$ cat src/rtl/htd_pkg.sv
// shared types and constants of the huffman table decoder
`timescale 1ns / 1ps
`default_nettype none

package htd_pkg;

  localparam int SYM_W  = 8;
  localparam int CODE_W = 32;
  localparam int LEN_W  = 6;

  // request kinds on the input channel
  localparam logic ACT_LOAD = 1'b0;
  localparam logic ACT_BIT  = 1'b1;

  // table write from the sequencer
  typedef struct packed {
    logic              en;
    logic [SYM_W-1:0]  sym;
    logic [CODE_W-1:0] code;
    logic [LEN_W-1:0]  len;
  } tbl_wr_t;

  // registered table read data, length forced to zero for unused entries
  typedef struct packed {
    logic [CODE_W-1:0] code;
    logic [LEN_W-1:0]  len;
  } tbl_rd_t;

  // finished decode result towards the output register
  typedef struct packed {
    logic             valid;
    logic [SYM_W-1:0] symbol;
    logic             error;
  } res_t;

endpackage

`default_nettype wire

$ cat src/rtl/htd_if.sv
// channel interfaces of the huffman table decoder
`timescale 1ns / 1ps
`default_nettype none

interface htd_in_if;
  logic                      valid;
  logic                      ready;
  logic                      action;
  logic [htd_pkg::SYM_W-1:0]  entry_symbol;
  logic [htd_pkg::CODE_W-1:0] entry_code;
  logic [htd_pkg::LEN_W-1:0]  entry_length;
  logic                      code_bit;
  logic                      last_bit;

  modport source (output valid, action, entry_symbol, entry_code, entry_length,
                  code_bit, last_bit, input ready);
  modport sink (input valid, action, entry_symbol, entry_code, entry_length,
                code_bit, last_bit, output ready);
endinterface


`default_nettype wire

$ cat src/rtl/htd_scan.sv
// request sequencer: table writes for loads, prefix update and table sweep for each code bit
`timescale 1ns / 1ps
`default_nettype none

module htd_scan #(
  parameter int TABLE_SIZE   = 256,
  parameter int MAX_CODE_LEN = 32
) (
  input  wire                          clk,
  input  wire                          rst_n,
  htd_in_if.sink                       in_req,
  output htd_pkg::tbl_wr_t             wr,
  output logic [$clog2(TABLE_SIZE)-1:0] rd_addr,
  input  htd_pkg::tbl_rd_t             rd,
  output htd_pkg::res_t                res,
  input  wire                          res_ready
);

  localparam int AW  = $clog2(TABLE_SIZE);
  localparam int PLW = $clog2(MAX_CODE_LEN + 1);
  localparam int CW  = (MAX_CODE_LEN > htd_pkg::CODE_W) ? MAX_CODE_LEN : htd_pkg::CODE_W;
  localparam int LCW = 7;
  localparam logic [AW-1:0] LAST_ADDR = AW'(TABLE_SIZE - 1);

  typedef enum logic [1:0] {ST_IDLE, ST_SCAN, ST_TAIL, ST_DONE} state_t;

  state_t                  state_r;
  logic [MAX_CODE_LEN-1:0] prefix_r;
  logic [PLW-1:0]          plen_r;
  logic                    last_r;
  logic [AW-1:0]           addr_r;
  logic [AW-1:0]           idx_d_r;
  logic                    cmp_v_r;
  logic                    found_r;
  logic [AW-1:0]           hit_r;
  logic                    accept;
  logic                    match;
  logic [CW-1:0]           len_mask;
  logic                    res_due;

  assign in_req.ready = (state_r == ST_IDLE);
  assign accept       = in_req.valid && in_req.ready;

  assign wr.en   = accept && (in_req.action == htd_pkg::ACT_LOAD);
  assign wr.sym  = in_req.entry_symbol;
  assign wr.code = in_req.entry_code;
  assign wr.len  = in_req.entry_length;

  assign rd_addr = addr_r;

  // entry compare on the registered read data
  assign len_mask = ~({CW{1'b1}} << rd.len);
  assign match = (rd.len != '0) &&
                 (LCW'(rd.len) <= LCW'(MAX_CODE_LEN)) &&
                 (LCW'(rd.len) == LCW'(plen_r)) &&
                 ((CW'(rd.code) & len_mask) == CW'(prefix_r));

  assign res_due    = found_r || (plen_r >= PLW'(MAX_CODE_LEN)) || last_r;
  assign res.valid  = (state_r == ST_DONE) && res_due;
  assign res.symbol = found_r ? htd_pkg::SYM_W'(hit_r) : '0;
  assign res.error  = !found_r;

  always_ff @(posedge clk) begin
    if (!rst_n) begin
      state_r  <= ST_IDLE;
      prefix_r <= '0;
      plen_r   <= '0;
      last_r   <= 1'b0;
      addr_r   <= '0;
      idx_d_r  <= '0;
      cmp_v_r  <= 1'b0;
      found_r  <= 1'b0;
      hit_r    <= '0;
    end else begin
      cmp_v_r <= (state_r == ST_SCAN);
      idx_d_r <= addr_r;
      if (cmp_v_r && match) begin
        found_r <= 1'b1;
        hit_r   <= idx_d_r;
      end
      unique case (state_r)
        ST_IDLE: begin
          if (accept && (in_req.action == htd_pkg::ACT_BIT)) begin
            prefix_r <= (prefix_r << 1) | MAX_CODE_LEN'(in_req.code_bit);
            plen_r   <= plen_r + 1'b1;
            last_r   <= in_req.last_bit;
            addr_r   <= '0;
            found_r  <= 1'b0;
            state_r  <= ST_SCAN;
          end
        end
        ST_SCAN: begin
          if (addr_r == LAST_ADDR) begin
            state_r <= ST_TAIL;
          end else begin
            addr_r <= addr_r + 1'b1;
          end
        end
        ST_TAIL: begin
          state_r <= ST_DONE;
        end
        ST_DONE: begin
          if (!res_due) begin
            state_r <= ST_IDLE;
          end else if (res_ready) begin
            prefix_r <= '0;
            plen_r   <= '0;
            state_r  <= ST_IDLE;
          end
        end
        default: begin
          state_r <= ST_IDLE;
        end
      endcase
    end
  end

endmodule

`default_nettype wire

$ cat src/flat_wrapper.sv
// flat-port wrapper written by rule: the top's interface ports become plain ports
module htd_scan_flat 
#(
  parameter int TABLE_SIZE   = 256,
  parameter int MAX_CODE_LEN = 32
)
  (clk, rst_n, wr, rd_addr, rd, res, res_ready, in_req_valid, in_req_action, in_req_entry_symbol, in_req_entry_code, in_req_entry_length, in_req_code_bit, in_req_last_bit, in_req_ready);
  htd_in_if in_req_i ();
  input  wire clk;
  input  wire rst_n;
  output htd_pkg::tbl_wr_t wr;
  output logic [$clog2(TABLE_SIZE)-1:0] rd_addr;
  input  htd_pkg::tbl_rd_t rd;
  output htd_pkg::res_t res;
  input  wire res_ready;
  input wire logic [$bits(in_req_i.valid)-1:0] in_req_valid;
  input wire logic [$bits(in_req_i.action)-1:0] in_req_action;
  input wire logic [$bits(in_req_i.entry_symbol)-1:0] in_req_entry_symbol;
  input wire logic [$bits(in_req_i.entry_code)-1:0] in_req_entry_code;
  input wire logic [$bits(in_req_i.entry_length)-1:0] in_req_entry_length;
  input wire logic [$bits(in_req_i.code_bit)-1:0] in_req_code_bit;
  input wire logic [$bits(in_req_i.last_bit)-1:0] in_req_last_bit;
  output wire logic [$bits(in_req_i.ready)-1:0] in_req_ready;
  assign in_req_i.valid = in_req_valid;
  assign in_req_i.action = in_req_action;
  assign in_req_i.entry_symbol = in_req_entry_symbol;
  assign in_req_i.entry_code = in_req_entry_code;
  assign in_req_i.entry_length = in_req_entry_length;
  assign in_req_i.code_bit = in_req_code_bit;
  assign in_req_i.last_bit = in_req_last_bit;
  assign in_req_ready = in_req_i.ready;
  htd_scan #(.TABLE_SIZE(TABLE_SIZE), .MAX_CODE_LEN(MAX_CODE_LEN)) u_core (.clk(clk), .rst_n(rst_n), .in_req(in_req_i), .wr(wr), .rd_addr(rd_addr), .rd(rd), .res(res), .res_ready(res_ready));
endmodule
$ cat config.mk
export PLATFORM = sky130hd
export DESIGN_NAME = htd_scan_flat
export DESIGN_NICKNAME = d
export VERILOG_FILES = /design/src/rtl/htd_pkg.sv /design/src/rtl/htd_if.sv /design/src/rtl/htd_scan.sv /design/src/flat_wrapper.sv
export SDC_FILE = /design/constraint.sdc
export NUM_CORES = 1
export LEC_CHECK = 0
export ABC_AREA = 1
export BUFFER_PORTS_ARGS = -buffer_cell sky130_fd_sc_hd__buf_4
export CORE_MARGIN = 2
export CORE_UTILIZATION = 41
export DETAILED_ROUTE_END_ITERATION = 10
export GPL_TIMING_DRIVEN = 0
export HOLD_SLACK_MARGIN = 0.08
export PLACE_DENSITY = 0.66
export SLEW_MARGIN = 20
export SYNTH_ARGS = -nofsm -noshare
export SYNTH_HDL_FRONTEND = slang
export SYNTH_SLANG_ARGS = --single-unit
$ cat constraint.sdc
create_clock -name clk -period 2.2 [get_ports clk]
set_clock_uncertainty 0.05 [all_clocks]
set_input_delay 0.11 -clock clk [delete_from_list [all_inputs] [get_ports clk]]
set_output_delay 0.11 -clock clk [all_outputs]
set_load 0.02 [all_outputs]
======== After elaboration in Yosys (flattened, before gate mapping) ========
Index checks and enable logic that the tools add are counted.
cells by class
  $mul .................................... 0
  div/mod/pow operators ................... 0
  add/subtract/negate cells ............... 2
  shift-type cells ........................ 1
  reductions and logical operators ........ 19
  mux-type cells .......................... 20
  bitwise operators ....................... 4
  $lt $le $gt $ge ......................... 2
  equal/unequal tests ..................... 12
operator list
  cell                                                                 number
  32-bit 2-to-1 mux                                                    3
  32-bit one-hot mux with 2 select lines                               1
  32-bit AND                                                           1
  32-bit == test                                                       1
  32-bit NOT                                                           1
  32-bit by 1-bit OR with 32-bit output                                1
  32-bit by 6-bit << shifter with 32-bit output, first input constant  1
  8-bit 2-to-1 mux                                                     3
  6-bit 2-to-1 mux                                                     3
  8-bit one-hot mux with 2 select lines                                1
  6-bit one-hot mux with 2 select lines                                1
  8-bit by 1-bit adder with 8-bit output, second input constant        1
  8-bit == test, second input constant                                 1
  1-bit logical AND                                                    8
  2-bit 2-to-1 mux                                                     4
  2-bit != test, second input constant                                 4
  2-bit one-hot mux with 4 select lines                                1
  6-bit by 1-bit adder with 6-bit output, second input constant        1
  6-bit == test                                                        1
  6-bit >= comparator, second input constant                           1
  6-bit <= comparator, second input constant                           1
  3-bit AND reduction                                                  2
  6-bit nonzero test                                                   1
  2-bit == test, second input constant                                 2
  11 further kinds                                                     15
storage, ports and cells
  RAM bits ................................ 0
  latch bits .............................. 0
  input port bits ......................... 91
  bits in read-only memories .............. 0
  register bits ........................... 67
  logic and storage cells ................. 69
  memories ................................ 0

======== Logic depth before layout (Yosys ltp) ========
Gate-level depths: netlist (run 1).
  depth after elaboration ................. 9
  mapped depth ............................ 17
  gate-level depth less buffers ........... 14

======== Worst setup path before layout (run 1) ========
Ideal clock, no wire load.
  path type ............................... register -> register
  start point ............................. register u_core.state_r[0]
  end point ............................... register u_core.plen_r[5]
  buffers on the path ..................... 1
  setup slack ............................. 0.116 ns
  period minus slack after synthesis ...... 2.084 ns
  stages on the path, launching flop included .. 14
  arrival ................................. 1.964 ns
  cell sequence ........................... dfxtp_1 > inv_1 > ha_1 > nand3_1 > inv_1 > nor2_1 > a21oi_1 > nand2_1 > buf_2 > inv_1 > nand3_1 > nor2_1 > o21ai_0 > a21oi_1
between the ends
  cells in the longest elaborated chain, start to end .. 5
  elaborated cells between the ends (all ways) .. 10
  those cells by class .................... 4 x eq/ne; 1 x mux; 5 x reduce/logical
ends and longest elaborated chain
  what                           RTL line            source
  from (decl)                    htd_scan.sv:27      state_t state_r;
  from (signal assigned)         htd_scan.sv:65      state_r <= ST_IDLE;
  from (signal assigned)         htd_scan.sv:89      state_r <= ST_SCAN;
  from (signal assigned)         htd_scan.sv:94      state_r <= ST_TAIL;
  2-bit logical NOT (*)          htd_scan.sv:41      assign in_req.ready = (state_r == ST_IDLE);
  via in_req_ready               flat_wrapper.sv:23  output wire logic [$bits(in_req_i.ready)-1:0] in_req_ready;
  1-bit logical AND              htd_scan.sv:42      assign accept = in_req.valid && in_req.ready;
  1-bit logical AND              htd_scan.sv:83      if (accept && (in_req.action == htd_pkg::ACT_BIT)) begin
  2-bit != test (no line)        --
  4-bit AND reduction (no line)  --
  to (signal assigned)           htd_scan.sv:85      plen_r <= plen_r + 1'b1;
  to (decl)                      htd_scan.sv:29      logic [PLW-1:0] plen_r;
Mark *: on every way through the listed nets, which the timed path passes. The rest lies on a longest branch.
A chain may end at the register's enable or synchronous reset.

======== Worst setup path after layout (run 1) ========
  start point ............................. register u_core.state_r[1]
  end point ............................... register u_core.plen_r[5]
between the ends
  cells in the longest elaborated chain, start to end .. 5
  elaborated cells between the ends (all ways) .. 10
  those cells by class .................... 4 x eq/ne; 1 x mux; 5 x reduce/logical
ends and longest elaborated chain
  what                           RTL line
  2-bit logical NOT              htd_scan.sv:41, htd_scan.sv:81
  1-bit logical AND              htd_scan.sv:42
  1-bit logical AND              htd_scan.sv:83
  2-bit != test (no line)        --
  4-bit AND reduction (no line)  --
Parallel ways exist; a longest one is shown, timed or not.

==> metrics.csv, run 1 <==
metric,value,unit
Final Hold Fails,0,
CP Max Fanout,10,
antenna cell count,0,
clk buf depth,2,
post-route cell area,0.00532,mm²
crit start category,flip-flop,
Slew Limit Fails,0,
Die Area,0.0107,mm²
status,"finished, final reports clean",
Detailed Route Iter0 Violations,264,
global-route wire length before repair,19200,µm
core area,0.00968,mm²
"Distinct cells, synth",31,
fmax,494,MHz
Die Span X,104,µm
CTS tree,built,
GP Congestion,0.962,
Total Nets Final,861,
hold path endpoint,u_core.found_r,
Final min period,2.02,ns
final std cells w/o fill,901,
Avg WL per Cell,13.0,µm
Total Power,4.21,mW
"most common cell after layout, fill and taps aside",nand2_1,
largest net degree at the start of global routing,13,
WP data arrival,2.26,ns
"Reg clk slew, reported paths",0.07,ns
Leak,2.73,nW
critical path class,reg2reg,
R2R cell count,13,
Vias/cell,4.81,
"reg-to-reg slack, setup",0.18,ns
Post-Syn Nets,739,
CP bufs+invs,4,
top cell family by delay on the critical path,buffers and inverters,
Setup crit end kind,flip-flop,
Max stage delay on crit path,0.33,ns
DPL Wire Length,9140,µm
Post-Place Cell Area,0.00503,mm²
PD cells,792,mW/mm²
Root Buffer,clkbuf_8,
Worst Hold Class,in2reg,
clk_lat worst skew,0.35,ns
most frequent cells in the layout,"nand2_1 (172), buf_4 (154), inv_1 (91)",
total gr overflow,0,
H-tree depth,3,
total track usage,0.219,
max_cap viols,0,
Setup TNS,0,ns
Sink Count,67,
RSZ-0062 raised after global routing,false,
Worst VDD drop,414,µV
Initial DRT Pass Iterations,5,
total CTS buffers,9,
Starting Density,0.420,
number of antenna violations at the first check in global routing,0,
row cnt,36,
vias in the first global route,4034,
"Avg Cell Area, Syn",6.34,µm²
drt total wl,11700,µm
WP data required,2.44,ns
Post-CTS Setup Repair Bufs,0,
Port Buf Inserts,107,
RR Endpoint,u_core.plen_r[5],
Slew headroom,0.661,
Slew @ Worst Pin,0.508,ns
crit path cell chain,inv_1 -> ha_4 -> nand3_2 -> inv_1 -> nor2_1 -> a21oi_2 -> nand2_1 -> buf_2 -> inv_4 -> nand3_1 -> nor2_1 -> o21ai_0 -> a21oi_1,
placed cells,881,
Vias,4336,
yosys warns,0,
Final Cycle Share,0.920,
Hold Path Origin,in_req_valid,
sequential share of the synthesized area,0.330,
hold path depth,4,
floorplan die height,104,µm
DR DRC count,0,
ANT nets after route,0,
"slowest stage cell, crit path",dfxtp_1,
post-synthesis sequential element count,67,
synth-to-layout area growth,30.9,%
cell area after synthesis,0.00407,mm²
Crit Reg-Reg Startpoint,u_core.state_r[1],
layout cell share with drive strength beyond 1,0.263,
Final Setup Violations,0,
io pins,157,
cell count after synthesis,641,
kinds of logic (layout without fill, tap and decap cells):
| family | count (synthesis) | in the layout | synth area share |
|---|---|---|---|
| AND/OR/NAND/NOR | 307 | 307 | 0.320 |
| buffers and inverters | 161 | 288 | 0.199 |
| AO/OA/AOI/OAI | 98 | 98 | 0.127 |
| flip-flops | 67 | 67 | 0.330 |
| adder cells (fa/ha/maj) | 7 | 7 | 0.0215 |
| XOR/XNOR | 1 | 1 | 0.00215 |
registers in the layout (all words and copies together), names as in the netlist:
register / count
u_core.last_r: 1
u_core.state_r: 2
u_core.rd_addr: 8
u_core.prefix_r: 32
u_core.found_r: 1
u_core.idx_d_r: 8
u_core.plen_r: 6
u_core.cmp_v_r: 1
u_core.hit_r: 8
area by class of cell:
cell class | count | area, µm²
fillers | 957 | 4360
multi-input cells | 413 | 1960
flip-flops and latches | 67 | 1340
repair buffers | 111 | 843
plain buffers | 66 | 463
inverters | 95 | 359
well taps | 133 | 166
clock buffers | 10 | 128
clock inverters | 6 | 65.1
routing by layer:
layer  up-vias  track usage  share of wire
met4         0       0.0647          0.017
li1       2231            -              -
met3        17       0.0598          0.067
met5         -            0              0
met2       151        0.360           0.46
met1      1937        0.281           0.45
worst reg2reg max path, cell delays in order (launching register included):
cell     delay [ns]
dfxtp_1        0.33
inv_1          0.13
ha_4           0.19
nand3_2        0.11
inv_1          0.09
nor2_1         0.06
a21oi_2        0.18
nand2_1        0.09
buf_2          0.20
inv_4          0.11
nand3_1        0.09
nor2_1         0.13
o21ai_0        0.09
a21oi_1        0.12
synthesized netlist by cell type:
| cell type | n | share of area |
|---|---|---|
| nor2_4 | 2 | 0.0055 |
| o31ai_1 | 1 | 0.0018 |
| buf_2 | 5 | 0.0062 |
| a221oi_1 | 1 | 0.0022 |
| nor3b_1 | 3 | 0.0055 |
| o21bai_1 | 1 | 0.0018 |
| dfxtp_1 | 67 | 0.33 |
| nor3_1 | 6 | 0.0074 |
| inv_2 | 2 | 0.0018 |
| o21ai_0 | 46 | 0.057 |
| and3_1 | 1 | 0.0015 |
| o21ai_1 | 1 | 0.0012 |
| nand3_1 | 52 | 0.064 |
| nand2_1 | 172 | 0.16 |
| buf_6 | 3 | 0.0083 |
| ha_1 | 7 | 0.022 |
| nand2_2 | 1 | 0.0015 |
| nor2_2 | 3 | 0.0046 |
| nand4_1 | 12 | 0.018 |
| a22oi_1 | 1 | 0.0018 |
| nor4_1 | 1 | 0.0015 |
| a21oi_1 | 41 | 0.050 |
| inv_1 | 93 | 0.086 |
| a31o_2 | 1 | 0.0022 |
| buf_4 | 47 | 0.087 |
| clkbuf_1 | 7 | 0.0065 |
| a211oi_1 | 5 | 0.0092 |
| buf_1 | 4 | 0.0037 |
| xnor2_1 | 1 | 0.0022 |
| nand3b_1 | 1 | 0.0018 |
| nor2_1 | 53 | 0.049 |
worst max path at each step:
stage / from / to / depth (start not counted)
5_1_grt: u_core.state_r[1] / u_core.plen_r[5] / 13
4_1_cts: u_core.state_r[0] / u_core.plen_r[5] / 13
3_3_place_gp: u_core.state_r[0] / u_core.prefix_r[23] / 10
6_report: u_core.state_r[1] / u_core.plen_r[5] / 13
2_1_floorplan: u_core.state_r[0] / u_core.plen_r[5] / 13
3_5_place_dp: u_core.state_r[0] / u_core.prefix_r[23] / 10
where the power goes:
group          total [mW]  internal, mW  switching [mW]
clock network        1.03         0.526           0.509
registers            1.57          1.42           0.146
logic                1.61         0.607            1.01
repair_timing:
action                                 in CTS  in global routing
endpoints found under the hold margin       3                  0
setup endpoints to repair                  38                 36
gates resized for setup                    11                 12
pin swaps                                   0                  0
hold buffers                                4                  0
metrics by stage:
step                utilization  hold WS [ns]  worst slack, ns
finish                    0.550        0.0635            0.176
detailed placement        0.520         0.337           -0.383
global placement          0.520         0.325           -0.355
global route              0.550        0.0910          0.00481
CTS                       0.547        0.0911           0.0337
floorplan                     -         0.201            0.116
(Power assumes the default switching activity.)
==> run 2: changes to the inputs <==
REMOVE_ABC_BUFFERS = 1   (was not set)
==> run 2 against run 1 <==
Clock power shrank 10%. Worst hold slack gained 0.11 ns. Non-clock buffer count shrank 98. Final cell count shrank 11%. Flip-flop and latch count is the same. Fmax shrank 1.5%. Utilization shrank 6.2 points.
==> metrics.csv, run 2 (same netlist as run 1, synthesis figures left out) <==
metric,value,unit,change
highest metal used,met5,,
max reg flops,32,,unchanged
Final Cycle Share,0.934,,+0.0141
Port Buf Inserts,64,,-40%
hold path depth,0,,-4
CTS tree,built,,
total gr overflow,0,,unchanged
H-tree depth,3,,unchanged
Slew @ Worst Pin,0.453,ns,-0.0556 ns
io pins,157,,unchanged
Root Buffer,clkbuf_8,,
post-route cell area,0.00472,mm²,-11%
Worst Hold Class,in2out,,
Leak,2.33,nW,-15%
DP Worst Slack,-0.641,ns,-0.258 ns
DR DRC count,0,,unchanged
max_cap viols,0,,unchanged
ANT nets after route,0,,unchanged
vias in the first global route,3827,,-5.1%
Initial DRT Pass Iterations,5,,unchanged
Setup crit end kind,flip-flop,,
Avg WL per Cell,16.5,µm,+27%
drt total wl,13200,µm,+13%
Slew Limit Fails,0,,unchanged
Slew headroom,0.698,,+0.0364
synth-to-layout area growth,16.2,%,
floorplan die height,104,µm,unchanged
total track usage,0.245,,+0.0261
"Reg clk slew, reported paths",0.08,ns,about the same
CP Max Fanout,37,,+27
WP data required,2.43,ns,about the same
largest net degree at the start of global routing,38,,+25
antenna cell count,0,,unchanged
Vias,4128,,-4.8%
clk buf depth,2,,unchanged
GP Congestion,0.854,,-11%
Die Span X,104,µm,unchanged
Vias/cell,5.13,,+6.7%
setup ws final,0.145,ns,-0.0310 ns
Die Area,0.0107,mm²,unchanged
critical path class,reg2reg,,
Final Setup Violations,0,,unchanged
Worst VDD drop,447,µV,+8.2%
Largest Register,u_core.prefix_r,,
worst setup path end,u_core.plen_r[5],,
Met2 Routed Length,5570,µm,+3.0%
R2R cell count,13,,unchanged
Crit Reg-Reg Startpoint,u_core.state_r[1],,
total CTS buffers,9,,unchanged
layout cell share with drive strength beyond 1,0.167,,-0.0961
Final min period,2.06,ns,+0.0310 ns
Final Hold Fails,0,,unchanged
PD cells,862,mW/mm²,+8.8%
fin util,0.488,,-0.0619
Total Nets Final,764,,-11%
Fillers,994,,+3.9%
most frequent cells in the layout,"nand2_1 (171), inv_1 (91), buf_4 (69)",,
metal3 WL,1580,µm,+100%
status,"finished, final reports clean",,
fmax,487,MHz,-1.5%
global-route wire length before repair,20500,µm,+7.2%
WP data arrival,2.28,ns,+0.02 ns
Sink Count,67,,unchanged
RR Endpoint,u_core.plen_r[5],,
core area,0.00968,mm²,unchanged
crit path from,u_core.state_r[1],,
Starting Density,0.420,,unchanged
DPL Wire Length,9560,µm,+4.7%
Post-Place Cell Area,0.00433,mm²,-14%
"reg-to-reg slack, setup",0.14,ns,-0.03 ns
row cnt,36,,unchanged
number of antenna violations at the first check in global routing,0,,unchanged
Detailed Route Iter0 Violations,205,,-22%
clk_lat worst skew,0.34,ns,about the same
met1 WL,5780,µm,+9.1%
crit start category,flip-flop,,
Fin Hold WS,0.170,ns,+0.107 ns
"most common cell after layout, fill and taps aside",nand2_1,,
[run 2: changes by cell type in the layout (fill, tap and decap cells not counted), sizes merged]
cell         previous run  this run
clkinvlp                1         3
clkbuf                 18         9
buf                   165        73
bufinv                  1         0
dlygate4sd3             4         6
nand2                 173       174
[run 2: cell type report]
class                      instances  area, µm²  area share
multi-input combinational        414       2000       0.423
tap                              133        166      0.0352
sequential                        67       1340       0.284
inverter                          95        360      0.0763
clock buffer                       9        124      0.0262
timing repair buffer              79        681       0.144
clock inverter                     7       51.3      0.0109
[run 2: worst max-delay path: stages, from the launching register on]
cell and delay, ns:
dfxtp_1 0.33, inv_1 0.13, ha_4 0.19, nand3_2 0.10
inv_1 0.12, nor2_4 0.05, a21oi_4 0.15, nand2_4 0.08
buf_16 0.18, clkinvlp_4 0.12, nand3_1 0.11, nor2_2 0.13
o21ai_0 0.10, a21oi_1 0.13
[run 2: metal layers]
metal	track usage	vias to the layer above
li1	-	2028
met4	0.0579	4
met5	0.0714	-
met2	0.346	209
met1	0.319	1867
met3	0.135	20
[run 2: where the power goes]
group | switching (mW) | internal [mW]
Clock | 0.513 | 0.414
Sequential | 0.142 | 1.42
Combinational | 0.955 | 0.625
[run 2: worst min-delay path by stage]
stage	endpoint	startpoint	slack, ns
after floorplan	u_core.idx_d_r[2]	rst_n	0.16
after global placement	wr[44]	in_req_entry_symbol[6]	0.17
after detailed placement	wr[44]	in_req_entry_symbol[6]	0.17
after CTS	wr[44]	in_req_entry_symbol[6]	0.17
after global routing	wr[44]	in_req_entry_symbol[6]	0.17
final	wr[44]	in_req_entry_symbol[6]	0.17
[run 2: stage by stage]
step | instances | total power, mW | TNS, ns
after floorplan | 575 | 2.43 | -14.60
after global placement | 772 | 2.84 | -51.57
after detailed placement | 774 | 2.91 | -7.38
after CTS | 800 | 3.99 | 0
after global routing | 804 | 4.38 | -0.0127
final | 804 | 4.07 | 0
[run 2: timing repair]
action | in CTS | in global routing
endpoints found under the hold margin | 20 | 0
buffers inserted | 2 | 4
endpoints found under the setup margin | 38 | 42
pin swaps | 0 | 1
hold buffers | 6 | 0
gates resized for setup | 8 | 11
gates cloned | 2 | 0
==> run 3: changes to the inputs <==
--- a/config.mk
+++ b/config.mk
@@ -13,5 +13,5 @@
 export GPL_TIMING_DRIVEN = 0
 export HOLD_SLACK_MARGIN = 0.08
-export PLACE_DENSITY = 0.66
+export PLACE_DENSITY = 0.69
 export REMOVE_ABC_BUFFERS = 1
 export SLEW_MARGIN = 20
==> constraint.sdc (replaced) <==
create_clock -name clk -period 2.2 [get_ports clk]
set_clock_uncertainty 0.05 [all_clocks]
set_input_delay 0.44 -clock clk [delete_from_list [all_inputs] [get_ports clk]]
set_output_delay 0.44 -clock clk [all_outputs]
set_load 0.02 [all_outputs]
==> run 3 against run 2 <==
First-iteration DRC count decreased by 4.9%. Sequential power about the same. Wire length increased by 1.4%. Utilization increased by 0.078 points. Final area increased by 0.16%. Register-to-register slack about the same. Total power increased by 8.3%. Fmax about the same. Global-route usage decreased by 0.086 points. Critical path type unchanged. Largest cell class unchanged.
==> metrics.csv, run 3 (same netlist as run 1, synthesis figures left out) <==
metric,value,unit,change
status,"finished, final reports clean",,
Vias,4152,,+0.58%
Setup crit end kind,flip-flop,,
Net Sw Power,1.67,mW,+3.8%
Worst VDD drop,588,µV,+31%
Final min period,2.06,ns,+0.00198 ns
WP data arrival,2.27,ns,about the same
Leak,2.35,nW,+1.1%
CTS tree,built,,
Slew headroom,0.679,,-0.0188
antenna cell count,0,,unchanged
Root Buffer,clkbuf_8,,
total CTS buffers,9,,unchanged
row cnt,36,,unchanged
Total Nets Final,761,,-0.39%
internal power,2.74,mW,+11%
total track usage,0.244,,-0.000861
clk buf depth,2,,unchanged
vias in the first global route,3860,,+0.86%
Die Area,0.0107,mm²,unchanged
sequential power share,0.355,,-0.029
drt total wl,13400,µm,+1.4%
"most common cell after layout, fill and taps aside",nand2_1,,
Sw Share,0.379,,-0.0165
cts hold-fix bufs,0,,-6
Avg WL per Cell,16.7,µm,+1.7%
WP data required,2.41,ns,-0.02 ns
ANT nets after route,0,,unchanged
Vias/cell,5.18,,+0.96%
CP Max Fanout,19,,-49%
crit start category,flip-flop,,
Final Hold Fails,0,,unchanged
GP Congestion,0.914,,+7.0%
Slew Limit Fails,0,,unchanged
Setup TNS,0,ns,unchanged
Port Buf Inserts,64,,unchanged
io pins,157,,unchanged
Worst Hold Class,in2reg,,
Crit Reg-Reg Startpoint,u_core.state_r[1],,
most frequent cells in the layout,"nand2_1 (171), inv_1 (91), buf_4 (72)",,
RR Endpoint,u_core.prefix_r[0],,
clk_lat worst skew,0.35,ns,about the same
Starting Density,0.420,,unchanged
crit path from,u_core.state_r[1],,
Detailed Route Iter0 Violations,195,,-4.9%
number of antenna violations at the first check in global routing,0,,unchanged
Initial DRT Pass Iterations,5,,unchanged
"Reg clk slew, reported paths",0.08,ns,about the same
max reg flops,32,,unchanged
worst setup path end,u_core.prefix_r[0],,
Die Span X,104,µm,unchanged
setup ws final,0.143,ns,-0.00198 ns
DPL Wire Length,9540,µm,-0.22%
Sink Count,67,,unchanged
global-route wire length before repair,20500,µm,-0.10%
core area,0.00968,mm²,unchanged
PD cells,932,mW/mm²,+8.2%
"reg-to-reg slack, setup",0.14,ns,about the same
floorplan die height,104,µm,unchanged
max_cap viols,0,,unchanged
Logic pwr share,0.371,,-0.017
synth-to-layout area growth,16.4,%,
Largest Register,u_core.prefix_r,,
Final Setup Violations,0,,unchanged
DR DRC count,0,,unchanged
fmax,486,MHz,about the same
critical path class,reg2reg,,
Clock power frac,0.274,,+0.046
Final Cycle Share,0.935,,about the same
layout cell share with drive strength beyond 1,0.169,,+0.00225
total gr overflow,0,,unchanged
DP Worst Slack,-0.581,ns,+0.0601 ns
R2R cell count,10,,-3
largest net degree at the start of global routing,34,,-11%
Slew @ Worst Pin,0.477,ns,+0.0242 ns
H-tree depth,3,,unchanged
## run 3: power groups by stage
stage | registers (mW) | logic (mW) | clock network, mW
floorplan | 1.55 | 0.881 | 0
global placement | 1.82 | 1.48 | 0
detailed placement | 1.59 | 1.33 | 0
CTS | 1.56 | 1.56 | 1.23
global route | 1.59 | 1.82 | 1.28
finish | 1.57 | 1.64 | 1.21
## run 3: worst max-delay path: stages, from the launching register on
cell and delay, ns:
dfxtp_1 0.34, inv_1 0.13, ha_4 0.18, nand3_2 0.11, inv_1 0.13, nor2_4 0.05
a21oi_4 0.15, nand2_4 0.09, buf_4 0.20, bufbuf_16 0.30, a211oi_1 0.22
## run 3: worst min path at each step
stage | from | end | slack [ns] | depth (start not counted)
global route | in_req_last_bit | u_core.last_r | 0.30 | 3
detailed placement | u_core.idx_d_r[6] | u_core.hit_r[6] | 0.39 | 2
finish | in_req_last_bit | u_core.last_r | 0.30 | 3
floorplan | u_core.idx_d_r[0] | u_core.hit_r[0] | 0.38 | 2
CTS | in_req_last_bit | u_core.last_r | 0.30 | 3
global placement | u_core.idx_d_r[2] | u_core.hit_r[2] | 0.38 | 2
## run 3: final cells by class
cell class	instances	area, µm²
fillers	1025	4950
multi-input cells	414	2000
flip-flops and latches	67	1340
repair buffers	76	637
inverters	95	360
well taps	133	166
clock buffers	9	124
clock inverters	7	106
## run 3: through the flow
stage	cells	hold WS [ns]	util	total power, mW	area, µm²
3_3_place_gp	772	0.385	0.440	3.30	4260
6_report	801	0.304	0.489	4.41	4730
5_1_grt	801	0.300	0.489	4.69	4730
3_5_place_dp	774	0.391	0.447	2.92	4330
4_1_cts	798	0.296	0.482	4.35	4670
2_1_floorplan	575	0.381	-	2.43	3610
## run 3: metal layers
metal	part of all wire	vias up	track usage	routed length, µm
met5	0.0026	-	0.0714	35
met4	0.024	2	0.0705	323
li1	-	2028	-	-
met3	0.14	36	0.142	1850
met2	0.42	218	0.356	5590
met1	0.42	1868	0.299	5600
## run 3: what timing repair did
action,4_1_cts,5_1_grt
pin swaps,1,1
setup endpoints to repair,46,34
resized for setup,8,10
gates cloned,2,1
setup buffers,6,2
